[src/rtl/dcmc_pkg.sv]
`timescale 1ns / 1ps
// ----------------------------------------------------------------------------
// dcmc_pkg
// Shared types and widths for the discrete curve max curvature block.
// ----------------------------------------------------------------------------
package dcmc_pkg;

  localparam int COORD_W = 32;   // Q16.16 point coordinate
  localparam int SLOPE_W = 34;   // first difference, units of 2^-17
  localparam int CURV_W  = 36;   // second difference, units of 2^-18
  localparam int RES_W   = 32;   // unsigned Q16.16 curvature

  // serial multiplier operand and product widths
  localparam int MCAND_W = 136;  // up to D^2
  localparam int MPLR_W  = 70;   // up to N
  localparam int PROD_W  = MCAND_W + MPLR_W;

  typedef struct packed {
    logic signed [COORD_W-1:0] x_coord;
    logic signed [COORD_W-1:0] y_coord;
    logic                      last_point;
  } in_item_t;

  typedef struct packed {
    logic [RES_W-1:0] max_curvature;
    logic             too_few_points;
  } out_item_t;

  // one unit of work for the back end
  typedef struct packed {
    logic signed [SLOPE_W-1:0] a;      // x'
    logic signed [SLOPE_W-1:0] b;      // y'
    logic signed [CURV_W-1:0]  c;      // x''
    logic signed [CURV_W-1:0]  e;      // y''
    logic                      curv;   // evaluate curvature
    logic                      emit;   // deliver result afterwards
    logic                      few;    // curve too short
  } job_t;

endpackage

[src/rtl/dcmc_fifo.sv]
`timescale 1ns / 1ps
// ----------------------------------------------------------------------------
// dcmc_fifo
// Small job queue between front end and back end.
// ----------------------------------------------------------------------------
module dcmc_fifo #(
  parameter int DEPTH = 4
) (
  input  logic            clk,
  input  logic            rst_n,
  input  logic            push,
  input  dcmc_pkg::job_t  push_job,
  output logic            full,
  input  logic            pop,
  output dcmc_pkg::job_t  pop_job,
  output logic            empty
);

  localparam int IDX_W = (DEPTH > 1) ? $clog2(DEPTH) : 1;
  localparam int CNT_W = $clog2(DEPTH + 1);

  dcmc_pkg::job_t   mem_r [DEPTH];
  logic [IDX_W-1:0] wr_ptr_r, rd_ptr_r;
  logic [CNT_W-1:0] count_r;

  assign full    = (count_r == CNT_W'(DEPTH));
  assign empty   = (count_r == '0);
  assign pop_job = mem_r[rd_ptr_r];

  always_ff @(posedge clk) begin
    if (push) begin
      mem_r[wr_ptr_r] <= push_job;
    end
  end

  always_ff @(posedge clk) begin
    if (!rst_n) begin
      wr_ptr_r <= '0;
      rd_ptr_r <= '0;
      count_r  <= '0;
    end else begin
      if (push) begin
        wr_ptr_r <= (wr_ptr_r == IDX_W'(DEPTH - 1)) ? '0 : wr_ptr_r + 1'b1;
      end
      if (pop) begin
        rd_ptr_r <= (rd_ptr_r == IDX_W'(DEPTH - 1)) ? '0 : rd_ptr_r + 1'b1;
      end
      if (push && !pop) begin
        count_r <= count_r + 1'b1;
      end else if (pop && !push) begin
        count_r <= count_r - 1'b1;
      end
    end
  end

`ifndef NO_ASSERTIONS
  a_no_overflow: assert property (@(posedge clk) disable iff (!rst_n) push |-> !full)
    else $error("job queue overflow");
  a_no_underflow: assert property (@(posedge clk) disable iff (!rst_n) pop |-> !empty)
    else $error("job queue underflow");
`endif

endmodule

[config.mk]
export PLATFORM = sky130hd
export DESIGN_NAME = dcmc_fifo
export DESIGN_NICKNAME = d
export VERILOG_FILES = /design/src/rtl/dcmc_pkg.sv /design/src/rtl/dcmc_fifo.sv
export SDC_FILE = /design/constraint.sdc
export NUM_CORES = 1
export LEC_CHECK = 0
export BUFFER_PORTS_ARGS = -buffer_cell sky130_fd_sc_hd__buf_4
export CAP_MARGIN = 10
export CELL_PAD_IN_SITES_DETAIL_PLACEMENT = 2
export CELL_PAD_IN_SITES_GLOBAL_PLACEMENT = 2
export CORE_MARGIN = 10
export CORE_UTILIZATION = 31
export CTS_CLUSTER_SIZE = 14
export DETAILED_ROUTE_END_ITERATION = 7
export PLACE_DENSITY_LB_ADDON = 0.3
export REMOVE_ABC_BUFFERS = 1
export SKIP_LAST_GASP = 1
export SYNTH_ARGS = -nofsm -noshare
export SYNTH_HDL_FRONTEND = slang
export SYNTH_SLANG_ARGS = --single-unit
[constraint.sdc]
create_clock -name clk -period 4.3 [get_ports clk]
set_input_delay 0.43 -clock clk [delete_from_list [all_inputs] [get_ports clk]]
set_output_delay 0.43 -clock clk [all_outputs]
set_load 0.05 [all_outputs]
==> Word level (Yosys, flattened, before mapping) <==
Memories as Yosys holds them, arrays and structs flattened. A register that Yosys moved wholly into a read port is not among the register bits.
Index checks and enable logic that the tools add are counted.
{ "totals": {"output_inout_bits": 145, "ramBits": 572, "input_bits": 147, "memories": 1, "elab_cells": 25, "reg_bits": 7} }
{ "mem_list": {"columns": ["memory", "depth", "word_bits", "rd", "rd_ports_with_merged_regs", "write_ports", "line", "text"], "rows": [
  ["mem_r", 4, 143, 1, 1, 1, "dcmc_fifo.sv:22", "dcmc_pkg::job_t mem_r [DEPTH];"]
]} }
{ "op_classes": {"muxes": 8, "n_reduce_logical": 6, "add_sub_neg": 4, "n_eq_ne": 3} }
{ "op_table": {"columns": ["cell", "n"], "rows": [
  ["$mux 2", 4],
  ["$mux 3", 2],
  ["$add 2x1->2 const B", 2],
  ["$eq 2x2->1 const B", 2],
  ["$add 3x1->3 const B", 1],
  ["$eq 3x3->1 const B", 1],
  ["$logic_not 3->1", 1],
  ["$sub 3x1->3 const B", 1],
  ["$logic_and 1x1->1", 2],
  ["$logic_not 1->1", 2],
  ["$mux 1", 2],
  ["$reduce_bool 2->1", 1]
]} }

==> Logic depth before layout (Yosys ltp) <==
{ "logic_depth": {"word_depth": 4, "depth_mapped": 7, "depth_no_buf": 7} }

==> Least setup slack after synthesis <==
No wires, ideal clock.
{ "synth_path": {"path_type": "reg-to-reg", "start": "register wr_ptr_r[0]", "end": "memory mem_r[0][0] in the netlist's numbering, enable pin", "path_stages_with_launch": 4, "period_less_slack_ns": 4.334, "required_ns": 3.781, "setup_time_ns": 0.519, "t_arrival_ns": 3.815, "path_buffers": 0, "setup_slack_ns": -0.034, "path_cell_list": "dfxtp_1 > inv_1 > ha_1 > and2_1"} }
{ "synth_rtl": {"columns": ["element", "line", "text"], "rows": [
  ["start, declared", "dcmc_fifo.sv:23", "logic [IDX_W-1:0] wr_ptr_r, rd_ptr_r;"],
  ["start signal, assigned", "dcmc_fifo.sv:43", "wr_ptr_r <= (wr_ptr_r == IDX_W'(DEPTH - 1)) ? '0 : wr_ptr_r + 1'b1;"],
  ["end, declared", "dcmc_fifo.sv:22", null]
]} }
No word-level cell before the write port.

==> summary.txt <==
Routing
  • Routed len/inst: around 24 um
  • Avg Vias per Cell: 4.626
  • DRC Markers: 0
  • ANT nets after route: 0
  • Total number of vias: roughly 10000
  • Total wire length: 52010 um
  • Drt pass-1 iters: 4
  • DR iter-0 viols: 497

Setup path
  • Slowest-stage cell, CP: dfxtp_4
  • Critical path class: reg -> out
  • Crit-path max FO: 30
  • WP data required: 3.87 ns
  • CP max stage delay: 0.85 ns
  • Arr. time, crit path: between 2 and 3 ns
  • Crit. End Element: primary output
  • Crit start category: flip-flop
  • Most Frequent Cell on Critical Path: buf_4
  • Crit-path cells: buf_4, mux4_2, buf_4

Layout
  • Layout Utilization: 40.39%
  • Area Growth Syn to Fin: 29.02%
  • Filler instances: 6242
  • Fin area: approximately 27000 um2
  • Non-filler cells, final: around 2100
  • Final net count: between 1000 and 1500
  • Layout cell share with drive strength beyond 1: 43.29%

Power and ir drop
  • Clk pwr share: 38.7%
  • Sequential share of power: 47.8%
  • Maximum VDD drop: 339.1 uV
  • Pwr Density: 506.0 nW/um2
  • Leakage: 9.053 nW
  • Total internal power: 10.26 mW
  • Switching share of total power: about a quarter
  • Combinational Power Share: 13.6%
  • Sw power: 3.494 mW

Floorplanning
  • Starting Density: 31.31%
  • Core area: approximately 67000 um2
  • Die Span Y: 280.7 um
  • Die area: 78770 um2
  • Num rows: 95
  • Die Wd: 280.7 um
  • Num ports: 292

Placed design
  • Number of port buffers: ~290
  • Placed instance count: approximately 1900
  • DP Area: 24430 um2
  • Pre-CTS setup slack: 1.717 ns
  • Post-DP HPWL: about 32000 um
  • Routability cong.: 0.6618

Timing
  • Unrepaired setup endpoints after global routing: no
  • Setup Skew: 0.01848 ns
  • Tightest Pin Transition: 1.024 ns
  • Final hold viol count: 0
  • FMAX: 326.5 MHz
  • Setup violators final: 0
  • Slew headroom: 31.72%
  • Slew Viols, Final: 0
  • Final WS setup: 1.237 ns
  • Final min period: 3.063 ns
  • Part of the cycle the worst path needs: between 70% and 80%

Worst hold path
  • Hold WC Path Type: in -> reg

Clock tree
  • Maximum clock path buffer count: 3
  • CTS root buffer: clkbuf_16
  • Hold-fix buffers, CTS: 68
  • CTS tree: done
  • H-tree lvl count: 3
  • Clock sinks: 581
  • Worst skew pair latency: 0.60 ns
  • Cts repair resizes: 0
  • Num CTS Buffers: 67
  • Clock slew at reported path FFs: 0.05 ns
  • Post-CTS Setup Bufs: 0

Yosys
  • Share of the synthesized area in the top cell type: between 80% and 90%
  • Post-synthesis cell count: 791
  • Most common cell in the netlist: edfxtp_1
  • Area leader, netlist: edfxtp_1
  • FF+latch count, synth: 581
  • Synth top area cells: edfxtp_1 (82%), mux4_2 (15%), dfxtp_1 (0.86%), buf_6 (0.48%), buf_2 (0.38%)
  • Post-Synthesis Cell Area: 21060 um2
  • Seq/Total Area, Yosys: between 80 and 90%
  • Post-synth top cells: edfxtp_1 (572), mux4_2 (143), buf_2 (16)
  • Post-synth EDFFs: 572
  • Mean post-synth cell area: 26.63 um2
  • Synth Flop Type: edfxtp_1
  • Post-synthesis async set-or-reset flop share: 0%
  • Number of library cell types mapped by synthesis: 21
  • Yosys warnings: 0

Job
  • Max Cap Violations: 0

Global routing
  • First-pass GRT wire length: 78320 um
  • Gr usage total: 13.32%
  • Vias in the first global route: around 12000
  • Global route total overflow: 0
  • Initial antenna violation count: 8
  • Largest net degree at the start of global routing: 81

Run status
  • Status: complete, no violations
-- metrics by stage --
step	total power, mW	hold slack (ns)	setup TNS, ns
floorplan	7.880	0.4724	-441.95
global route	14.32	0.01403	0
global placement	8.508	0.4986	0
detailed placement	8.554	0.5314	0
CTS	14.01	0.0006640	0
finish	13.75	0.04917	0
-- cell families (layout without fill, tap and decap cells) --
| group | Yosys count | in the layout | synth area share, % |
|---|---|---|---|
| flops | 581 | 581 | 82.40 |
| buf+inv | 36 | 497 | 1.057 |
| xor+xnor | 2 | 2 | 0.08318 |
| fa+ha+maj | 7 | 7 | 0.4515 |
| compound gates | 3 | 3 | 0.09505 |
| other cells | 0 | 6 | 0 |
| mux | 147 | 147 | 15.48 |
| simple gates | 15 | 15 | 0.4277 |
-- cell usage in the layout, fill, tap and decap left out, types with 2 or more instances in the layout --
cell type,synthesis,layout
inv_1,4,4
dfxtp_1,9,7
clkinv_2,0,8
ha_1,6,6
buf_12,0,13
diode_2,0,6
nor3_1,2,2
mux2i_1,4,4
buf_4,0,294
edfxtp_1,572,572
mux4_2,143,143
dlygate4sd3_1,0,68
clkbuf_1,7,16
nor2b_1,5,5
and2_4,0,4
bufinv_16,0,2
clkbuf_16,0,70
clkinv_8,0,3
clkinv_1,0,16
dfxtp_4,0,2
-- power by group through the flow --
stage / combinational [mW] / clock, mW / sequential, mW
final: 1.86 / 5.32 / 6.57
after CTS: 1.92 / 5.52 / 6.58
after global placement: 1.83 / 0 / 6.67
after global routing: 1.98 / 5.75 / 6.59
after detailed placement: 1.86 / 0 / 6.70
after floorplan: 1.13 / 0 / 6.75
-- state kept, by name, summed over array words and instances, names as in the netlist, named ones only --
name	count
mem_r	572
count_r	3
rd_ptr_r	2
wr_ptr_r	2
-- path summary, 6_finish.rpt --
path	slack (ns)	cells after the start	startpoint	end
worst max-delay path	1.24	3	flip-flop	pop_job[123]
worst max register to register	2.17	4	wr_ptr_r[0]	mem_r[0][61]
worst min-delay path	0.05	1	push_job[122]	mem_r[1][122]
worst min register to register	0.54	2	count_r[2]	count_r[2]
-- layout make-up --
cell class	count	area, um2	area share, %
Tap cell	873	1092	4.019
Clock inverter	32	236.5	0.8702
Sequential cell	581	17360	63.90
Timing Repair Buffer	375	3148	11.58
Clock buffer	86	1812	6.667
Antenna cell	6	15.01	0.05525
Multi-Input combinational cell	174	3493	12.85
Inverter	4	15.01	0.05525
-- per-layer routing --
metal	vias to the layer above	track usage, %	share of wire (%)
met4	8	4.370	2.4
met1	5258	15.65	39
met3	89	4.205	6.4
met5	-	0	0.11
li1	4262	-	-
met2	242	22.86	52
-- worst max-delay path, delay by kind of cell (launching register included) --
family,cells,cell delay [ns]
flops,1,0.85
mux,1,0.55
buf+inv,2,0.61
No activity file was read; power rests on OpenSTA's default activity.
