File: src/rtl/dcmc_pkg.sv
`timescale 1ns / 1ps
// ----------------------------------------------------------------------------
// dcmc_pkg
// Shared types and widths for the discrete curve max curvature block.
// ----------------------------------------------------------------------------
package dcmc_pkg;

  localparam int COORD_W = 32;   // Q16.16 point coordinate
  localparam int SLOPE_W = 34;   // first difference, units of 2^-17
  localparam int CURV_W  = 36;   // second difference, units of 2^-18
  localparam int RES_W   = 32;   // unsigned Q16.16 curvature

  // serial multiplier operand and product widths
  localparam int MCAND_W = 136;  // up to D^2
  localparam int MPLR_W  = 70;   // up to N
  localparam int PROD_W  = MCAND_W + MPLR_W;

  typedef struct packed {
    logic signed [COORD_W-1:0] x_coord;
    logic signed [COORD_W-1:0] y_coord;
    logic                      last_point;
  } in_item_t;

  typedef struct packed {
    logic [RES_W-1:0] max_curvature;
    logic             too_few_points;
  } out_item_t;

  // one unit of work for the back end
  typedef struct packed {
    logic signed [SLOPE_W-1:0] a;      // x'
    logic signed [SLOPE_W-1:0] b;      // y'
    logic signed [CURV_W-1:0]  c;      // x''
    logic signed [CURV_W-1:0]  e;      // y''
    logic                      curv;   // evaluate curvature
    logic                      emit;   // deliver result afterwards
    logic                      few;    // curve too short
  } job_t;

endpackage

File: src/rtl/dcmc_front.sv
`timescale 1ns / 1ps
// ----------------------------------------------------------------------------
// dcmc_front
// Point windows and difference windows; turns points into curvature jobs.
// ----------------------------------------------------------------------------
module dcmc_front (
  input  logic                 clk,
  input  logic                 rst_n,
  input  logic                 in_valid,
  output logic                 in_stall,
  input  dcmc_pkg::in_item_t   in_item,
  output logic                 push,
  output dcmc_pkg::job_t       push_job,
  input  logic                 full
);

  localparam logic [1:0] PH_IN  = 2'd0;  // taking points
  localparam logic [1:0] PH_END = 2'd1;  // end difference of last point
  localparam logic [1:0] PH_FIN = 2'd2;  // final curvature, then clear

  localparam int SW = dcmc_pkg::SLOPE_W;
  localparam int CW = dcmc_pkg::CURV_W;

  logic signed [dcmc_pkg::COORD_W-1:0] xw_r [3];
  logic signed [dcmc_pkg::COORD_W-1:0] yw_r [3];
  logic signed [SW-1:0]                xs_r [3];
  logic signed [SW-1:0]                ys_r [3];
  logic [1:0]                          pts_r;
  logic [1:0]                          phase_r;

  logic              accept;
  logic              few;
  logic signed [SW-1:0] dx_mid, dy_mid, dx_two, dy_two, dx_end, dy_end;
  logic signed [CW-1:0] c_in, e_in, c_end, e_end, c_fin, e_fin;

  assign in_stall = (phase_r != PH_IN) || full;
  assign accept   = in_valid && !in_stall;
  assign few      = in_item.last_point && !pts_r[1];

  // inside difference of the previous point, and the one-sided start
  assign dx_mid = SW'(in_item.x_coord) - SW'(xw_r[1]);
  assign dy_mid = SW'(in_item.y_coord) - SW'(yw_r[1]);
  assign dx_two = (SW'(in_item.x_coord) - SW'(xw_r[2])) <<< 1;
  assign dy_two = (SW'(in_item.y_coord) - SW'(yw_r[2])) <<< 1;
  // one-sided end difference (last point already in the window)
  assign dx_end = (SW'(xw_r[2]) - SW'(xw_r[1])) <<< 1;
  assign dy_end = (SW'(yw_r[2]) - SW'(yw_r[1])) <<< 1;

  // second differences after the new slope enters at the top
  always_comb begin
    if (pts_r == 2'd2) begin
      c_in = (CW'(dx_mid) - CW'(xs_r[2])) <<< 1;
      e_in = (CW'(dy_mid) - CW'(ys_r[2])) <<< 1;
    end else begin
      c_in = CW'(dx_mid) - CW'(xs_r[1]);
      e_in = CW'(dy_mid) - CW'(ys_r[1]);
    end
  end
  assign c_end = CW'(dx_end) - CW'(xs_r[1]);
  assign e_end = CW'(dy_end) - CW'(ys_r[1]);
  assign c_fin = (CW'(xs_r[2]) - CW'(xs_r[1])) <<< 1;
  assign e_fin = (CW'(ys_r[2]) - CW'(ys_r[1])) <<< 1;

  always_comb begin
    push     = 1'b0;
    push_job = '0;
    unique case (phase_r)
      PH_IN: begin
        if (accept && few) begin
          push         = 1'b1;
          push_job.emit = 1'b1;
          push_job.few  = 1'b1;
        end else if (accept && pts_r[1]) begin
          push          = 1'b1;
          push_job.a    = xs_r[2];
          push_job.b    = ys_r[2];
          push_job.c    = c_in;
          push_job.e    = e_in;
          push_job.curv = 1'b1;
        end
      end
      PH_END: begin
        push          = !full;
        push_job.a    = xs_r[2];
        push_job.b    = ys_r[2];
        push_job.c    = c_end;
        push_job.e    = e_end;
        push_job.curv = 1'b1;
      end
      PH_FIN: begin
        push          = !full;
        push_job.a    = xs_r[2];
        push_job.b    = ys_r[2];
        push_job.c    = c_fin;
        push_job.e    = e_fin;
        push_job.curv = 1'b1;
        push_job.emit = 1'b1;
      end
      default: begin
        push     = 1'b0;
        push_job = '0;
      end
    endcase
  end

  always_ff @(posedge clk) begin
    if (!rst_n) begin
      for (int i = 0; i < 3; i++) begin
        xw_r[i] <= '0;
        yw_r[i] <= '0;
        xs_r[i] <= '0;
        ys_r[i] <= '0;
      end
      pts_r   <= '0;
      phase_r <= PH_IN;
    end else if (accept) begin
      if (few) begin
        for (int i = 0; i < 3; i++) begin
          xw_r[i] <= '0;
          yw_r[i] <= '0;
          xs_r[i] <= '0;
          ys_r[i] <= '0;
        end
        pts_r <= '0;
      end else begin
        xw_r[0] <= xw_r[1];
        xw_r[1] <= xw_r[2];
        xw_r[2] <= in_item.x_coord;
        yw_r[0] <= yw_r[1];
        yw_r[1] <= yw_r[2];
        yw_r[2] <= in_item.y_coord;
        if (pts_r != 2'd0) begin
          xs_r[0] <= xs_r[1];
          xs_r[1] <= xs_r[2];
          ys_r[0] <= ys_r[1];
          ys_r[1] <= ys_r[2];
          xs_r[2] <= pts_r[1] ? dx_mid : dx_two;
          ys_r[2] <= pts_r[1] ? dy_mid : dy_two;
        end
        pts_r <= pts_r[1] ? 2'd3 : pts_r + 2'd1;
        if (pts_r[1] && in_item.last_point) begin
          phase_r <= PH_END;
        end
      end
    end else if (phase_r == PH_END && !full) begin
      xs_r[0] <= xs_r[1];
      xs_r[1] <= xs_r[2];
      xs_r[2] <= dx_end;
      ys_r[0] <= ys_r[1];
      ys_r[1] <= ys_r[2];
      ys_r[2] <= dy_end;
      phase_r <= PH_FIN;
    end else if (phase_r == PH_FIN && !full) begin
      for (int i = 0; i < 3; i++) begin
        xw_r[i] <= '0;
        yw_r[i] <= '0;
        xs_r[i] <= '0;
        ys_r[i] <= '0;
      end
      pts_r   <= '0;
      phase_r <= PH_IN;
    end
  end

`ifndef NO_ASSERTIONS
  a_end_needs_three: assert property (@(posedge clk) disable iff (!rst_n)
      (phase_r != PH_IN) |-> (pts_r == 2'd3))
    else $error("end of curve sequence with fewer than three points");
`endif

endmodule

File: config.mk
export PLATFORM = sky130hd
export DESIGN_NAME = dcmc_front
export DESIGN_NICKNAME = d
export VERILOG_FILES = /design/src/rtl/dcmc_pkg.sv /design/src/rtl/dcmc_front.sv
export SDC_FILE = /design/constraint.sdc
export NUM_CORES = 2
export LEC_CHECK = 0
export BUFFER_PORTS_ARGS = -buffer_cell sky130_fd_sc_hd__buf_4
export CORE_ASPECT_RATIO = 1.5
export CORE_MARGIN = 3
export CORE_UTILIZATION = 24
export DETAILED_ROUTE_END_ITERATION = 10
export GPL_TIMING_DRIVEN = 0
export PLACE_DENSITY = 0.5
export SYNTH_ARGS = -nofsm -noshare
export SYNTH_HDL_FRONTEND = slang
export SYNTH_SLANG_ARGS = --single-unit
File: constraint.sdc
create_clock -name clk -period 8.4 [get_ports clk]
set_clock_uncertainty 0.1 [all_clocks]
set_input_delay 0.84 -clock clk [delete_from_list [all_inputs] [get_ports clk]]
set_output_delay 0.84 -clock clk [all_outputs]
set_load 0.1 [all_outputs]
Yosys cells after proc, flatten, opt, wreduce, memory -nomap -nowiden
Memories as Yosys holds them, arrays and structs flattened.
Index checks and enable logic that the tools add are counted.
{"block": "word_totals", "regBits": 4, "mem_bits_rw": 396, "mem_count": 4}
{"memory": "xs_r", "words": 3, "word_bits": 34, "read_ports": 2, "rd_ports_with_merged_regs": 0, "write_ports": 3, "line_no": "dcmc_front.sv:26", "rtl": "logic signed [SW-1:0] xs_r [3];"}
{"memory": "ys_r", "words": 3, "word_bits": 34, "read_ports": 2, "rd_ports_with_merged_regs": 0, "write_ports": 3, "line_no": "dcmc_front.sv:27", "rtl": "logic signed [SW-1:0] ys_r [3];"}
{"memory": "xw_r", "words": 3, "word_bits": 32, "read_ports": 2, "rd_ports_with_merged_regs": 0, "write_ports": 3, "line_no": "dcmc_front.sv:24", "rtl": "logic signed [dcmc_pkg::COORD_W-1:0] xw_r [3];"}
{"memory": "yw_r", "words": 3, "word_bits": 32, "read_ports": 2, "rd_ports_with_merged_regs": 0, "write_ports": 3, "line_no": "dcmc_front.sv:25", "rtl": "logic signed [dcmc_pkg::COORD_W-1:0] yw_r [3];"}
{"block": "op_classes", "n_addsub": 15, "eq_ne": 6, "muxes": 87, "bitwise_logic": 42, "n_reduce_logical": 19}
{"op": "34-bit 2-to-1 mux", "n": 26}
{"op": "32-bit 2-to-1 mux", "n": 18}
{"op": "141-bit one-hot mux with 3 select lines", "n": 1}
{"op": "141-bit 2-to-1 mux", "n": 2}
{"op": "32-bit by 32-bit subtractor with 33-bit output", "n": 6}
{"op": "33-bit by 34-bit subtractor with 35-bit output", "n": 4}
{"op": "34-bit by 34-bit subtractor with 35-bit output", "n": 4}
{"op": "36-bit 2-to-1 mux", "n": 2}
{"op": "1-bit OR", "n": 42}
{"op": "1-bit 2-to-1 mux", "n": 26}
{"op": "2-bit 2-to-1 mux", "n": 10}
{"op": "1-bit logical AND", "n": 7}
{"op": "2-bit nonzero test", "n": 3}
{"op": "2-bit equality test (second input constant)", "n": 2}
{"op": "2-bit inequality test (second input constant)", "n": 2}
{"op": "1-bit one-hot mux with 2 select lines", "n": 2}
{"op": "1-bit logical NOT", "n": 3}
{"op": "3-bit AND reduction", "n": 1}
{"op": "3-bit nonzero test", "n": 1}
{"op": "2-bit by 1-bit adder with 2-bit output (second input constant)", "n": 1}
{"op": "2-bit by 1-bit equality test with 1-bit output (second input constant)", "n": 1}
{"op": "2-bit logical NOT", "n": 1}
{"op": "2-bit by 1-bit inequality test with 1-bit output (second input constant)", "n": 1}
{"op": "2-bit AND reduction", "n": 1}
{"op": "other kinds (2)", "n": 2}

Longest topological paths before layout
{"block": "logic_depth", "ltp_word": 11, "depth_mapped": 25, "ltp_nobuf": 24}

Worst setup path after synthesis
Ideal clock, no wire load.
{"block": "synth_timing", "path_kind": "input -> output", "from": "in in_item[1] (netlist name)", "to": "out push_job[33] (netlist name)", "arrival_time_ns": 7.085, "t_required_ns": 7.460, "setup_slack_ns": 0.375, "cell_stages": 23, "n_path_buf": 0, "path_cell_list": "inv_1 > ha_1 > fa_1 > nor2b_1 > o21a_1 > o21ai_1 > a21oi_1 > o31a_1 > o21a_1 > a31oi_1 > a21oi_1 > xor2_1 > ha_1 > and2_2 > a221oi_1 > and2b_1 > a41o_1 > nor3_4 > o21ai_2 > o31a_1 > xor2_1 > nor2_1 > o32ai_1"}
{"item": "start, declared", "line_no": "dcmc_front.sv:11", "rtl": "input dcmc_pkg::in_item_t in_item,"}
{"item": "end, declared", "line_no": "dcmc_front.sv:13", "rtl": "output dcmc_pkg::job_t push_job,"}

==> key figures <==
Timing
  • Fin crit period: 8104 ps
  • Setup TNS: 0 ps
  • Worst Max-Slew Pin Slew: 1620 ps
  • Slew Limit Fails: between 50 and 60
  • Max-slew headroom: -0.08026
  • PnR worst setup slack: 295.8 ps
  • Final-report setup violation count: 0
  • Final period utilization: 0.9648
  • RSZ-0062 raised after global routing: no
  • FMAX: 123.4 MHz
  • Hold violation total from the final report: 0

Run
  • Max-Cap Viols: 5

Placed design
  • Dpl hpwl: 146.2 mm
  • IO Port Bufs: 212
  • Placed cell count: about 6900
  • Pre-CTS setup slack: 130.9 ps
  • Gpl congestion: approximately 1.0
  • Area after DPL: slightly above 0.04 mm²

Synth
  • Seq/Total Area, Yosys: 0.2177
  • Yosys top cell by area: edfxtp_1
  • Post-Syn Instances: approximately 4600
  • Unique masters post-synth: 100
  • Synth Register Bits: 268
  • Cell Area, Synth: about 0.037 mm²
  • Top FF cell, synth: edfxtp_1
  • Syn Nets: between 5000 and 6000
  • Ys async rst share: 0
  • Ranking of synthesized cells by area: edfxtp_1 (22%), ha_1 (16%), a21oi_1 (6.7%)
  • Most frequent cell after synthesis: a21oi_1
  • Post-Syn Area per Cell: 7.950 µm²
  • Ys Warns: 0
  • Post-synth top area share: 0.2155
  • Post-synth top cells: a21oi_1 (496), ha_1 (466), inv_1 (397)
  • Post-synth EDFFs: about 260

Critical path
  • CP arrival: 7160 ps
  • CP Capture Type: primary output
  • Critical path class: reg2out
  • Max Fanout on Critical Path: 5
  • Critical path required time: between 7000 and 8000 ps
  • Critical path launch point type: register

Clock network
  • Num CTS Buffers: 36
  • Hold_buf cts: 0
  • Clk_lat worst skew: about 610 ps
  • Clk Tree Root Cell: clkbuf_16
  • CTS Sinks: 268
  • Max Buffers Root-to-Sink: 3
  • Clock transition at the registers of the reported paths: 60 ps
  • CTS tree: done
  • H-tree depth: 2

Final layout
  • Fillers: 16770
  • Fin nets: 5437
  • Syn-to-layout area delta: 15.32%
  • Post-route non-filler standard cell count: 6950
  • Final Util: 0.2792
  • Cell area after layout: 0.04242 mm²
  • Share of layout cells above drive strength 1: 0.07349

Drt
  • DR iter-0 viols: 2446
  • Pre-Repair DR Iteration Count: 8
  • Vias: 37130
  • Drt total wl: 177.0 mm
  • Antenna viol nets, final: 0
  • Vias/cell: 5.342
  • # DRC: 0
  • Drt wl/cell: approximately 25 µm

Floorplanning
  • Die outline height: 485.5 µm
  • Chip width: 325.7 µm
  • Cell Rows: 175
  • Core region area: between 0.15 and 0.2 mm²
  • Area of the die: 0.1581 mm²
  • Ports: around 210
  • Starting density of the core: 0.2421

Hold path
  • Worst Hold Class: reg2reg

GRT
  • Vias in the first global route: between 30000 and 40000
  • Initial antenna violation count: 10
  • Gr usage total: 0.2141
  • Global-route wire length before repair: 248.6 mm
  • Largest net degree at the start of global routing: 66
  • Overflow after GRT: 0

Run status
  • Violated checks: max-capacitance violations, max-slew violations
  • Status: finished with violations

Pwr
  • Pleak: 17.80 nW
  • Peak supply drop: 0.1130 mV
  • Pwr/cell area: 185.3 mW/mm²
state kept, by name, indices dropped and copies added, names as in the netlist:
signal / cells
ys_r: 68
yw_r: 64
phase_r: 2
xw_r: 64
pts_r: 2
xs_r: 68
per-layer routing:
layer | track usage | up-vias | wire, µm
li1 | - | 17560 | -
met1 | 0.2357 | 17910 | 68720
met2 | 0.3848 | 1206 | 86610
met3 | 0.02267 | 446 | 7301
met4 | 0.1483 | 8 | 14290
met5 | 0 | - | 47
repair_timing:
item                       4_1_cts  5_1_grt
resized for setup                1       12
gates cloned                     0        0
buffers inserted                 0        3
pin swaps                        0        1
setup endpoints to repair        1       13
cells in the final DEF (no fill, tap or decap), types with 14 or more instances in the layout:
cell type,instances
a211o_1,22
a211oi_1,48
a21o_1,223
a21oi_1,493
a221o_1,17
a221oi_1,18
a222oi_1,21
a22oi_1,29
a31oi_1,73
and2_1,147
and3_1,43
buf_4,215
clkbuf_1,138
clkbuf_16,37
edfxtp_1,264
fa_1,14
ha_1,466
inv_1,396
mux2i_1,22
nand2_1,308
nand2b_1,58
nand3_1,79
nand4_1,46
nor2_1,310
nor2b_1,56
nor3_1,137
o211ai_1,36
o21a_1,65
o21ai_0,250
o21ai_1,37
o21bai_1,60
o221ai_1,15
o22ai_1,17
o31a_1,17
o31ai_1,37
or2_2,16
or3_1,31
xnor2_1,222
xor2_1,145
power breakdown:
part           internal (mW)  leakage, nW  switching [mW]  total [mW]
Clock                  0.989        0.592           0.719        1.71
Sequential              1.55         2.83          0.0442        1.59
Combinational           1.73         14.4            2.83        4.56
final cells by class:
cell class              count  area, µm²  area share
clock inverters            21      264.0    0.006223
flip-flops and latches    268       8008      0.1888
well taps                2035       2546     0.06002
inverters                 398       1499     0.03534
repair buffers            223       1784     0.04206
diodes                      3      7.507   0.0001770
clock buffers              41      940.9     0.02218
multi-input cells        3802      26700      0.6295
plain buffers             159      666.9     0.01572
critical path, cell delays in order (launching register included):
cell,delay (ps)
edfxtp_1,400
ha_1,230
fa_1,420
nor2b_1,150
o21a_1,150
o21ai_1,100
a21oi_1,340
o31a_1,280
o21a_1,190
a31oi_1,160
nor2b_1,180
xnor2_1,470
ha_1,400
a21oi_1,390
o21a_1,180
o21ai_1,70
a2111oi_0,540
nor4_1,130
a211oi_2,420
a21o_1,230
xnor2_1,170
nor2_1,80
o32ai_1,490
buf_4,380
stage by stage:
step           total power, mW  hold WS [ps]
5_1_grt                  8.325         426.4
2_1_floorplan            4.880         377.6
3_3_place_gp             6.039         402.3
6_report                 7.860         419.6
3_5_place_dp             6.042         411.2
4_1_cts                  7.794         406.0
worst paths after layout:
kind | start | end | slack (ps) | cells after the start
max | yw_r[1][0] | push_job[33] | 300 | 23
min reg2reg | phase_r[0] | phase_r[0] | 420 | 2
min | phase_r[0] | phase_r[0] | 420 | 2
max reg2reg | pts_r[1] | ys_r[2][14] | 3380 | 7
logic make-up after synthesis:
family	share of synthesized area
AO/OA/AOI/OAI	0.2897
buffers and inverters	0.05847
XOR/XNOR	0.08738
multiplexers	0.006905
AND/OR/NAND/NOR	0.1737
flip-flops	0.2177
adder cells (fa/ha/maj)	0.1661
Power figures use the tool's default switching activity.
